`src/hdl/nsv_pkg.sv`:
```
// nsv_pkg: shared types, character constants and codes for the nmea sentence validator
// no dependencies; imported by every module in hdl/
package nsv_pkg;

  // character constants
  localparam logic [7:0] CHAR_DOLLAR = 8'h24;
  localparam logic [7:0] CHAR_STAR   = 8'h2A;
  localparam logic [7:0] CHAR_COMMA  = 8'h2C;

  // sentence length limits, expressed as the last byte position
  localparam logic [2:0] POS_MIN_LEN = 3'd3;  // four bytes
  localparam logic [2:0] POS_TAG_END = 3'd5;  // dollar plus five tag bytes

  // configuration
  localparam int unsigned TAG_W       = 40;
  localparam int unsigned CFG_DATA_W  = TAG_W;
  localparam int unsigned CFG_INDEX_W = 1;

  typedef enum logic [CFG_INDEX_W-1:0] {
    CFG_MAX_EMPTY = 1'b0,
    CFG_TAG       = 1'b1
  } nsv_cfg_index_t;

  localparam logic [7:0]       MAX_EMPTY_RESET = 8'd1;
  localparam logic [TAG_W-1:0] TAG_RESET       = 40'h474E474741;  // "GNGGA"

  // verdict codes
  typedef enum logic [2:0] {
    REASON_OK         = 3'd0,
    REASON_SHORT      = 3'd1,
    REASON_NO_DOLLAR  = 3'd2,
    REASON_NO_TAIL    = 3'd3,
    REASON_MISMATCH   = 3'd4,
    REASON_WRONG_TAG  = 3'd5,
    REASON_MANY_EMPTY = 3'd6
  } nsv_reason_t;

  // input beat
  typedef struct packed {
    logic [7:0] sentence_byte;
    logic       end_of_sentence;
  } nsv_in_t;

  // result beat
  typedef struct packed {
    logic       accepted;
    logic [2:0] reject_reason;
    logic [7:0] computed_checksum;
  } nsv_out_t;

  // classified byte, front to back
  typedef struct packed {
    logic [2:0] pos;
    logic [7:0] char_byte;
    logic       last;
    logic       is_dollar;
    logic       is_star;
    logic       is_comma;
    logic       hex_ok;
    logic [3:0] hex_val;
    logic       tag_bad;
  } nsv_class_t;

  // hex digit decode: {valid, value}
  function automatic logic [4:0] hex_decode(input logic [7:0] c);
    logic [7:0] d;
    d = 8'd0;
    if (c >= 8'h30 && c <= 8'h39) begin
      d = c - 8'h30;
      return {1'b1, d[3:0]};
    end else if (c >= 8'h61 && c <= 8'h66) begin
      d = c - 8'h57;
      return {1'b1, d[3:0]};
    end else if (c >= 8'h41 && c <= 8'h46) begin
      d = c - 8'h37;
      return {1'b1, d[3:0]};
    end
    return 5'd0;
  endfunction

endpackage

```
`src/hdl/nsv_front.sv`:
```
// nsv_front: tracks byte position and classifies each accepted byte
// depends on nsv_pkg
module nsv_front (
  input  logic                        clk,
  input  logic                        rst_n,
  input  logic                        accept,
  input  nsv_pkg::nsv_in_t            in_data,
  input  logic [nsv_pkg::TAG_W-1:0]   expected_tag,
  output nsv_pkg::nsv_class_t         class_data
);
  import nsv_pkg::*;

  logic [2:0] pos_r;
  logic [2:0] pos_nxt;
  logic [7:0] tag_byte;
  logic [4:0] hex;

  // expected tag character for this position
  always_comb begin
    case (pos_r)
      3'd1:    tag_byte = expected_tag[39:32];
      3'd2:    tag_byte = expected_tag[31:24];
      3'd3:    tag_byte = expected_tag[23:16];
      3'd4:    tag_byte = expected_tag[15:8];
      3'd5:    tag_byte = expected_tag[7:0];
      default: tag_byte = 8'd0;
    endcase
  end

  assign hex = hex_decode(in_data.sentence_byte);

  always_comb begin
    class_data.pos       = pos_r;
    class_data.char_byte = in_data.sentence_byte;
    class_data.last      = in_data.end_of_sentence;
    class_data.is_dollar = (in_data.sentence_byte == CHAR_DOLLAR);
    class_data.is_star   = (in_data.sentence_byte == CHAR_STAR);
    class_data.is_comma  = (in_data.sentence_byte == CHAR_COMMA);
    class_data.hex_ok    = hex[4];
    class_data.hex_val   = hex[3:0];
    class_data.tag_bad   = (pos_r >= 3'd1) && (pos_r <= POS_TAG_END) &&
                           (in_data.sentence_byte != tag_byte);
  end

  // position saturates at seven, restarts after the last byte
  always_comb begin
    pos_nxt = pos_r;
    if (accept) begin
      if (in_data.end_of_sentence) begin
        pos_nxt = 3'd0;
      end else if (pos_r != 3'd7) begin
        pos_nxt = pos_r + 3'd1;
      end
    end
  end

  always_ff @(posedge clk) begin
    if (!rst_n) begin
      pos_r <= 3'd0;
    end else begin
      pos_r <= pos_nxt;
    end
  end

endmodule

```
`src/hdl/nsv_queue.sv`:
```
// nsv_queue: two-entry queue of classified bytes between front and back
// depends on nsv_pkg
module nsv_queue (
  input  logic                 clk,
  input  logic                 rst_n,
  input  logic                 push,
  input  nsv_pkg::nsv_class_t  push_data,
  output logic                 full,
  input  logic                 pop,
  output logic                 head_valid,
  output nsv_pkg::nsv_class_t  head_data
);
  import nsv_pkg::*;

  nsv_class_t mem [2];
  logic       wr_ptr_r;
  logic       wr_ptr_nxt;
  logic       rd_ptr_r;
  logic       rd_ptr_nxt;
  logic [1:0] count_r;
  logic [1:0] count_nxt;

  assign full       = (count_r == 2'd2);
  assign head_valid = (count_r != 2'd0);
  assign head_data  = mem[rd_ptr_r];

  always_comb begin
    wr_ptr_nxt = wr_ptr_r ^ push;
    rd_ptr_nxt = rd_ptr_r ^ pop;
    count_nxt  = count_r + {1'b0, push} - {1'b0, pop};
  end

  always_ff @(posedge clk) begin
    if (push) begin
      mem[wr_ptr_r] <= push_data;
    end
  end

  always_ff @(posedge clk) begin
    if (!rst_n) begin
      wr_ptr_r <= 1'b0;
      rd_ptr_r <= 1'b0;
      count_r  <= 2'd0;
    end else begin
      wr_ptr_r <= wr_ptr_nxt;
      rd_ptr_r <= rd_ptr_nxt;
      count_r  <= count_nxt;
    end
  end

endmodule

```
`src/hdl/nsv_back.sv`:
```
// nsv_back: per-sentence check state, verdict and output register
// depends on nsv_pkg
module nsv_back (
  input  logic                 clk,
  input  logic                 rst_n,
  input  logic                 head_valid,
  input  nsv_pkg::nsv_class_t  head_data,
  output logic                 pop,
  input  logic [7:0]           max_empty_fields,
  output logic                 out_valid,
  input  logic                 out_ready,
  output nsv_pkg::nsv_out_t    out_data
);
  import nsv_pkg::*;

  logic       dollar_r,  dollar_nxt;
  logic [7:0] xa_r,      xa_nxt;
  logic       star_r,    star_nxt;
  logic [1:0] cnt_r,     cnt_nxt;
  logic [7:0] rcv_r,     rcv_nxt;
  logic       bad_r,     bad_nxt;
  logic       tagok_r,   tagok_nxt;
  logic [7:0] empty_r,   empty_nxt;
  logic       prevc_r,   prevc_nxt;
  logic       out_valid_r;
  nsv_out_t   out_data_r;
  nsv_reason_t reason;

  assign out_valid = out_valid_r;
  assign out_data  = out_data_r;

  // a last byte needs the output register free
  assign pop = head_valid && (!head_data.last || !out_valid_r || out_ready);

  always_comb begin
    dollar_nxt = dollar_r;
    xa_nxt     = xa_r;
    star_nxt   = star_r;
    cnt_nxt    = cnt_r;
    rcv_nxt    = rcv_r;
    bad_nxt    = bad_r;
    if (head_data.pos == 3'd0) begin
      dollar_nxt = head_data.is_dollar;
    end else if (head_data.pos == 3'd1) begin
      xa_nxt = head_data.char_byte;
    end else if (!star_r) begin
      if (head_data.is_star) begin
        star_nxt = 1'b1;
      end else begin
        xa_nxt = xa_r ^ head_data.char_byte;
      end
    end else begin
      if (cnt_r != 2'd3) begin
        cnt_nxt = cnt_r + 2'd1;
      end
      if (head_data.hex_ok) begin
        rcv_nxt = {rcv_r[3:0], head_data.hex_val};
      end else begin
        bad_nxt = 1'b1;
      end
    end
    tagok_nxt = tagok_r && !head_data.tag_bad;
    empty_nxt = empty_r;
    if (head_data.is_comma && prevc_r && empty_r != 8'hFF) begin
      empty_nxt = empty_r + 8'd1;
    end
    prevc_nxt = head_data.is_comma;
  end

  always_comb begin
    if (head_data.pos < POS_MIN_LEN) begin
      reason = REASON_SHORT;
    end else if (!dollar_nxt) begin
      reason = REASON_NO_DOLLAR;
    end else if (!star_nxt || cnt_nxt == 2'd0) begin
      reason = REASON_NO_TAIL;
    end else if (cnt_nxt != 2'd2 || bad_nxt || rcv_nxt != xa_nxt) begin
      reason = REASON_MISMATCH;
    end else if (!tagok_nxt || head_data.pos < POS_TAG_END) begin
      reason = REASON_WRONG_TAG;
    end else if (empty_nxt > max_empty_fields) begin
      reason = REASON_MANY_EMPTY;
    end else begin
      reason = REASON_OK;
    end
  end

  always_ff @(posedge clk) begin
    if (!rst_n) begin
      dollar_r <= 1'b0;
      xa_r     <= 8'd0;
      star_r   <= 1'b0;
      cnt_r    <= 2'd0;
      rcv_r    <= 8'd0;
      bad_r    <= 1'b0;
      tagok_r  <= 1'b1;
      empty_r  <= 8'd0;
      prevc_r  <= 1'b0;
    end else if (pop) begin
      if (head_data.last) begin
        dollar_r <= 1'b0;
        xa_r     <= 8'd0;
        star_r   <= 1'b0;
        cnt_r    <= 2'd0;
        rcv_r    <= 8'd0;
        bad_r    <= 1'b0;
        tagok_r  <= 1'b1;
        empty_r  <= 8'd0;
        prevc_r  <= 1'b0;
      end else begin
        dollar_r <= dollar_nxt;
        xa_r     <= xa_nxt;
        star_r   <= star_nxt;
        cnt_r    <= cnt_nxt;
        rcv_r    <= rcv_nxt;
        bad_r    <= bad_nxt;
        tagok_r  <= tagok_nxt;
        empty_r  <= empty_nxt;
        prevc_r  <= prevc_nxt;
      end
    end
  end

  always_ff @(posedge clk) begin
    if (!rst_n) begin
      out_valid_r <= 1'b0;
    end else if (pop && head_data.last) begin
      out_valid_r <= 1'b1;
    end else if (out_ready) begin
      out_valid_r <= 1'b0;
    end
  end

  always_ff @(posedge clk) begin
    if (pop && head_data.last) begin
      out_data_r.accepted          <= (reason == REASON_OK);
      out_data_r.reject_reason     <= reason;
      out_data_r.computed_checksum <= xa_nxt;
    end
  end

endmodule

```
`src/hdl/nmea_sentence_validator_core.sv`:
```
// nmea_sentence_validator_core: top level of the nmea 0183 sentence validator
// depends on nsv_pkg, nsv_front, nsv_queue, nsv_back
//
// Takes one sentence character per beat on in_ (end_of_sentence marks the last one) and
// returns one verdict beat on out_ for each sentence: accepted, reject_reason and the XOR
// checksum of the body. Checks run in order: length of at least four, leading '$', a '*'
// at position two or later with a non-empty tail, a two-digit hex checksum (either case)
// equal to the body XOR, the five tag characters against expected_tag, and the number of
// empty fields (comma right after comma) against max_empty_fields. Throughput is one byte
// per clock while out_ready takes verdicts, and the verdict is registered once its last byte
// has left the queue. The front stage classifies each byte and tracks its position; a
// two-beat queue lets it keep taking bytes while the back stage waits for a held verdict
// to be taken. Configuration writes (cfg_index 0: max_empty_fields, 1: expected_tag) take
// effect at once and belong between sentences, with no beat in flight.
module nmea_sentence_validator_core (
  input  logic                                clk,
  input  logic                                rst_n,
  // input bytes
  input  logic                                in_valid,
  output logic                                in_ready,
  input  nsv_pkg::nsv_in_t                    in_data,
  // verdicts
  output logic                                out_valid,
  input  logic                                out_ready,
  output nsv_pkg::nsv_out_t                   out_data,
  // configuration writes
  input  logic                                cfg_we,
  input  logic [nsv_pkg::CFG_INDEX_W-1:0]     cfg_index,
  input  logic [nsv_pkg::CFG_DATA_W-1:0]      cfg_wdata
);
  import nsv_pkg::*;

  logic [7:0]       max_empty_r;
  logic [TAG_W-1:0] tag_r;

  logic       in_accept;
  logic       q_full;
  logic       q_pop;
  logic       q_valid;
  nsv_class_t front_class;
  nsv_class_t q_head;

  // configuration registers
  always_ff @(posedge clk) begin
    if (!rst_n) begin
      max_empty_r <= MAX_EMPTY_RESET;
      tag_r       <= TAG_RESET;
    end else if (cfg_we) begin
      unique case (nsv_cfg_index_t'(cfg_index))
        CFG_MAX_EMPTY: max_empty_r <= cfg_wdata[7:0];
        CFG_TAG:       tag_r       <= cfg_wdata[TAG_W-1:0];
        default: ;
      endcase
    end
  end

  // front takes a beat whenever the queue has room
  assign in_ready  = !q_full;
  assign in_accept = in_valid && in_ready;

  nsv_front u_front (
    .clk          (clk),
    .rst_n        (rst_n),
    .accept       (in_accept),
    .in_data      (in_data),
    .expected_tag (tag_r),
    .class_data   (front_class)
  );

  nsv_queue u_queue (
    .clk        (clk),
    .rst_n      (rst_n),
    .push       (in_accept),
    .push_data  (front_class),
    .full       (q_full),
    .pop        (q_pop),
    .head_valid (q_valid),
    .head_data  (q_head)
  );

  nsv_back u_back (
    .clk              (clk),
    .rst_n            (rst_n),
    .head_valid       (q_valid),
    .head_data        (q_head),
    .pop              (q_pop),
    .max_empty_fields (max_empty_r),
    .out_valid        (out_valid),
    .out_ready        (out_ready),
    .out_data         (out_data)
  );

`ifndef NO_ASSERTIONS
  // a full queue is never empty at its head
  a_full_has_head: assert property (@(posedge clk) disable iff (!rst_n)
    q_full |-> q_valid)
    else $error("queue full with no head entry");

  // back never pops from an empty queue
  a_pop_valid: assert property (@(posedge clk) disable iff (!rst_n)
    q_pop |-> q_valid)
    else $error("pop from empty queue");

  // a popped last byte shows up as a verdict next cycle
  a_last_gives_verdict: assert property (@(posedge clk) disable iff (!rst_n)
    (q_pop && q_head.last) |=> out_valid)
    else $error("last byte popped without verdict");

  // accepted flag agrees with the reason code
  a_accept_reason: assert property (@(posedge clk) disable iff (!rst_n)
    out_valid |-> (out_data.accepted == (out_data.reject_reason == REASON_OK)))
    else $error("accepted flag disagrees with reject reason");
`endif

endmodule
```
`config.mk`:
```
export PLATFORM = sky130hd
export DESIGN_NAME = nmea_sentence_validator_core
export DESIGN_NICKNAME = d
export VERILOG_FILES = /design/src/hdl/nsv_pkg.sv /design/src/hdl/nsv_front.sv /design/src/hdl/nsv_queue.sv /design/src/hdl/nsv_back.sv /design/src/hdl/nmea_sentence_validator_core.sv
export SDC_FILE = /design/constraint.sdc
export NUM_CORES = 1
export LEC_CHECK = 0
export BUFFER_PORTS_ARGS = -buffer_cell sky130_fd_sc_hd__buf_2
export CAP_MARGIN = 5
export CORE_ASPECT_RATIO = 1.75
export CORE_MARGIN = 2
export CORE_UTILIZATION = 49
export DETAILED_ROUTE_END_ITERATION = 7
export PLACE_DENSITY_LB_ADDON = 0.3
export SYNTH_ARGS = -nofsm -noshare
export SYNTH_HDL_FRONTEND = slang
export SYNTH_HIERARCHICAL = 1
export SYNTH_SLANG_ARGS = --single-unit
export TNS_END_PERCENT = 5
```
`constraint.sdc`:
```
create_clock -name clk -period 3.8 [get_ports clk]
set_input_delay 0.38 -clock clk [delete_from_list [all_inputs] [get_ports clk]]
set_output_delay 0.38 -clock clk [all_outputs]
set_load 0.005 [all_outputs]
```
==> metrics list <==
- Leading cell type by number of instances after synthesis: dfxtp_1
* Cell types with the highest counts after synthesis: 88 x dfxtp_1, 66 x nand2_1, 54 x edfxtp_1
- Result of the run: complete, no violations
- Count of pins over their slew limit: 0
- Power density cells: 596 nW/um2
- The floorplan has 58 rows.
- Die width: 96.1 um
- Cell Count, Final, Fillers Out: between 900 and 1k
- The worst path needs 3150 ps of the cycle, external delays included.
- Syn_nets: 780
- Last weighted congestion value of the routability-driven placer: between 0.8 and 0.9
- GRT Max-Usage Layer: met2
* Post-synth top area share: 0.242
* Synth Flop Type: dfxtp_1
- The first global-routing pass estimated 26700 um of wire.
- Fin Clk Skew: approximately 8.9 ps
- Post-synthesis sequential element count: 142
- Data required, critical path: 3940 ps
- Critical path fanouts, max: 19
- With fillers left out, the area of the finished cells amounts to 8170 um2.
- Cell with the largest stage delay on the worst path: or2_1
- In this run the tool buffered the top-level ports with 68 buffer cells.
- The die covers ~16000 um2.
- Averaged over all synthesized cells, the footprint is 10.4 um2.
- For this run, global-route usage on met3 was measured as 0.0499.
* Number of vias in the routed layout: 5379
- Class of the most critical hold timing path: in2reg
* Antenna Cells: 0
- Summed over all nets, the half-perimeter wirelength after detailed placement is 11900 um.
* CTS tree: built
- Root Driver: clkbuf_16
- Sequential cell area fraction in the yosys report: 0.465
- Relative to the synthesized area, the layout overhead comes to 12.4%.
* Floorplan die height: 165 um
* Initial antenna violation count: 0
- Count of final hold-check violations: 0
- Setup repair after global routing missed its margin: false
- Data arrival time of the critical path: between 3000 and 4000 ps
* Post-detailed-routing wire length: 16200 um
- Count of cells resized by post-cts repair: 0
- Clock latency at the later pin of the worst-skew pair: 420 ps
- Tot GR Track Use: 0.219
- Power comes to 4.87 mW.
* CP Cell Sequence: mux2_1 > or2_1 > and4_1 > nor3_2 > xnor2_1 > nor4_2 > and4_1 > a31oi_1
* Number of design rule violations left after detail routing: 0
- Distinct cell type count of the synthesized netlist: 65
- For this block, the initial DRC count from the detailed router was 250.
- Measured on the finished design, the core utilization comes to 0.566.
- The worst setup path is of the reg2reg kind.
- The number of global-route vias before repair was 5679.
- For this run, global-route usage on met1 was measured as 0.220.
- Area of the mapped netlist: around 7300 um2
* Fraction of layout instances using a drive strength above 1: 0.200
* Tightest Pin Transition: between 900 and 1000 ps
- Share of the cycle needed by the critical path after routing: 0.830
- Met2 track utilization from global routing: 0.402
* Post-CTS setup buffer count: 0
- Core footprint: 14400 um2
* Total negative slack for setup checks: 0 ps
* Yosys warns: 6
- The total overflow left after global routing is 0.
- Pin placement for this block handled 69 I/O pins.
- Max-cap violations in this run came to 0.
- Relative slew slack: 0.351
- Before antenna repair, the detailed router went through 5 iterations.
* Static leakage power: 3.27 nW
* Most common cell on crit path: and4_1
- Number of buffers created by CTS: 17
- Synthesis produced roughly 700 cells.
- Post-synth EDFFs: 54
- Async set or reset register ratio after synthesis: 0
- Layout net count: between 800 and 900
- For this design, the sink count on the clock tree is between 100 and 150.
* Hold WS: about 190 ps
* Number of failing setup endpoints in the final timing report: 0
- The number of placed instances, taps included, is 908.
- For this configuration, the core starts out at a cell density of 0.504.
* Library cell occupying the most area in the post-synthesis netlist: dfxtp_1
- Placed Area: between 7000 and 8000 um2
- Timing analysis after detailed placement gives a worst setup slack of 640 ps.
- Largest stage delay, worst path: between 400 and 500 ps
* Critical Path Sink Type: flip-flop
- In this run the deepest clock path goes through 2 buffers.
* Routed wire per std cell: 17.2 um
* Peak supply drop: 0.000376 V
* Area contributors post-synth: dfxtp_1 24%, edfxtp_1 22%, mux2_4 4.1%, ha_1 4.0%, mux2i_1 3.7%
- Post-route ant nets: 0
* Hold_buf cts: 0
* Per-cell via count in the routed design: approximately 5.7
* Clock transition at the registers of the reported paths: 60 ps
- Entering global routing, the biggest net connects between 40 and 50 pins.
* Highest attainable clock frequency: 317 MHz
* Setup slack of the critical path after layout: 647 ps
* Number of H-tree branching levels: 4
- STA classifies the critical path startpoint as a flip-flop.
[layer usage]
layer | wire (um) | up-vias
met5 | 0 | -
met1 | 5940 | 2542
met2 | 8950 | 171
met3 | 648 | 44
met4 | 638 | 0
li1 | - | 2622
[layout make-up]
class                           instances  area [um2]
Fill cell                            1240        6270
Sequential cell                       142        3380
Multi-Input combinational cell        466        3350
Clock buffer                           27         609
Timing Repair Buffer                   78         415
Tap cell                              180         225
Inverter                               42         160
Clock inverter                          5        30.0
[path summary, 6_finish.rpt]
path	startpoint	endpoint	slack (ps)	cells past startpoint
worst max-delay path	flip-flop	u_back/out_data[10]	650	8
worst min-delay path	in_data[0]	u_queue/mem[0][9]	190	1
worst max register to register	flip-flop	u_back/out_data[10]	650	8
worst min register to register	tag_r[36]	tag_r[36]	460	2
[cells by family after synthesis]
kind of cell             count (synthesis)  synth area share
flip-flops                             142             0.465
AND/OR/NAND/NOR                        224             0.170
AO/OA/AOI/OAI                          148             0.139
XOR/XNOR                                20            0.0260
buffers and inverters                   94            0.0745
adder cells (fa/ha/maj)                 23            0.0396
multiplexers                            51            0.0862
[power breakdown]
group / total (mW) / internal (mW) / switching [mW] / leakage (nW)
clock network: 1.72 / 1.10 / 0.617 / 0.318
registers: 1.91 / 1.82 / 0.0931 / 1.23
logic: 1.24 / 0.506 / 0.729 / 1.72
[placed cells by master (no fill, tap or decap), types with 4 or more instances in the layout]
cell       count
o211ai_1      20
dfxtp_1       88
nand4_1       24
nor3_1         5
buf_2         68
nand2_1       66
clkbuf_8       4
nor3_2         5
nand3_1       32
xor2_1         7
edfxtp_1      54
a31oi_1        7
nand3b_1       5
inv_1         40
ha_1          23
clkbuf_16     22
a21o_1         5
and2_1         8
and4_1         8
nor2_1        20
xnor2_1       12
o21ai_0       33
o21a_1         5
buf_4         10
mux2_4        20
a222oi_1       6
nor2b_1       30
a22oi_1       21
a21oi_1       23
a211oi_1       7
mux2i_1       27
[critical path: cells and delay by family (launching register included)]
family,cells,cell delay [ps]
AND/OR/NAND/NOR,5,1760
XOR/XNOR,1,130
flip-flops,1,470
AO/OA/AOI/OAI,1,100
multiplexers,1,430
[state kept, by name, summed over array words and instances (netlist names), 3 cells and up, named ones only]
register,cells
u_back/empty_r,8
u_back/xa_r,8
tag_r,40
u_queue/mem,42
u_front/pos_r,3
u_back/rcv_r,8
max_empty_r,8
u_back/out_data,12
Power figures use the tool's default switching activity.
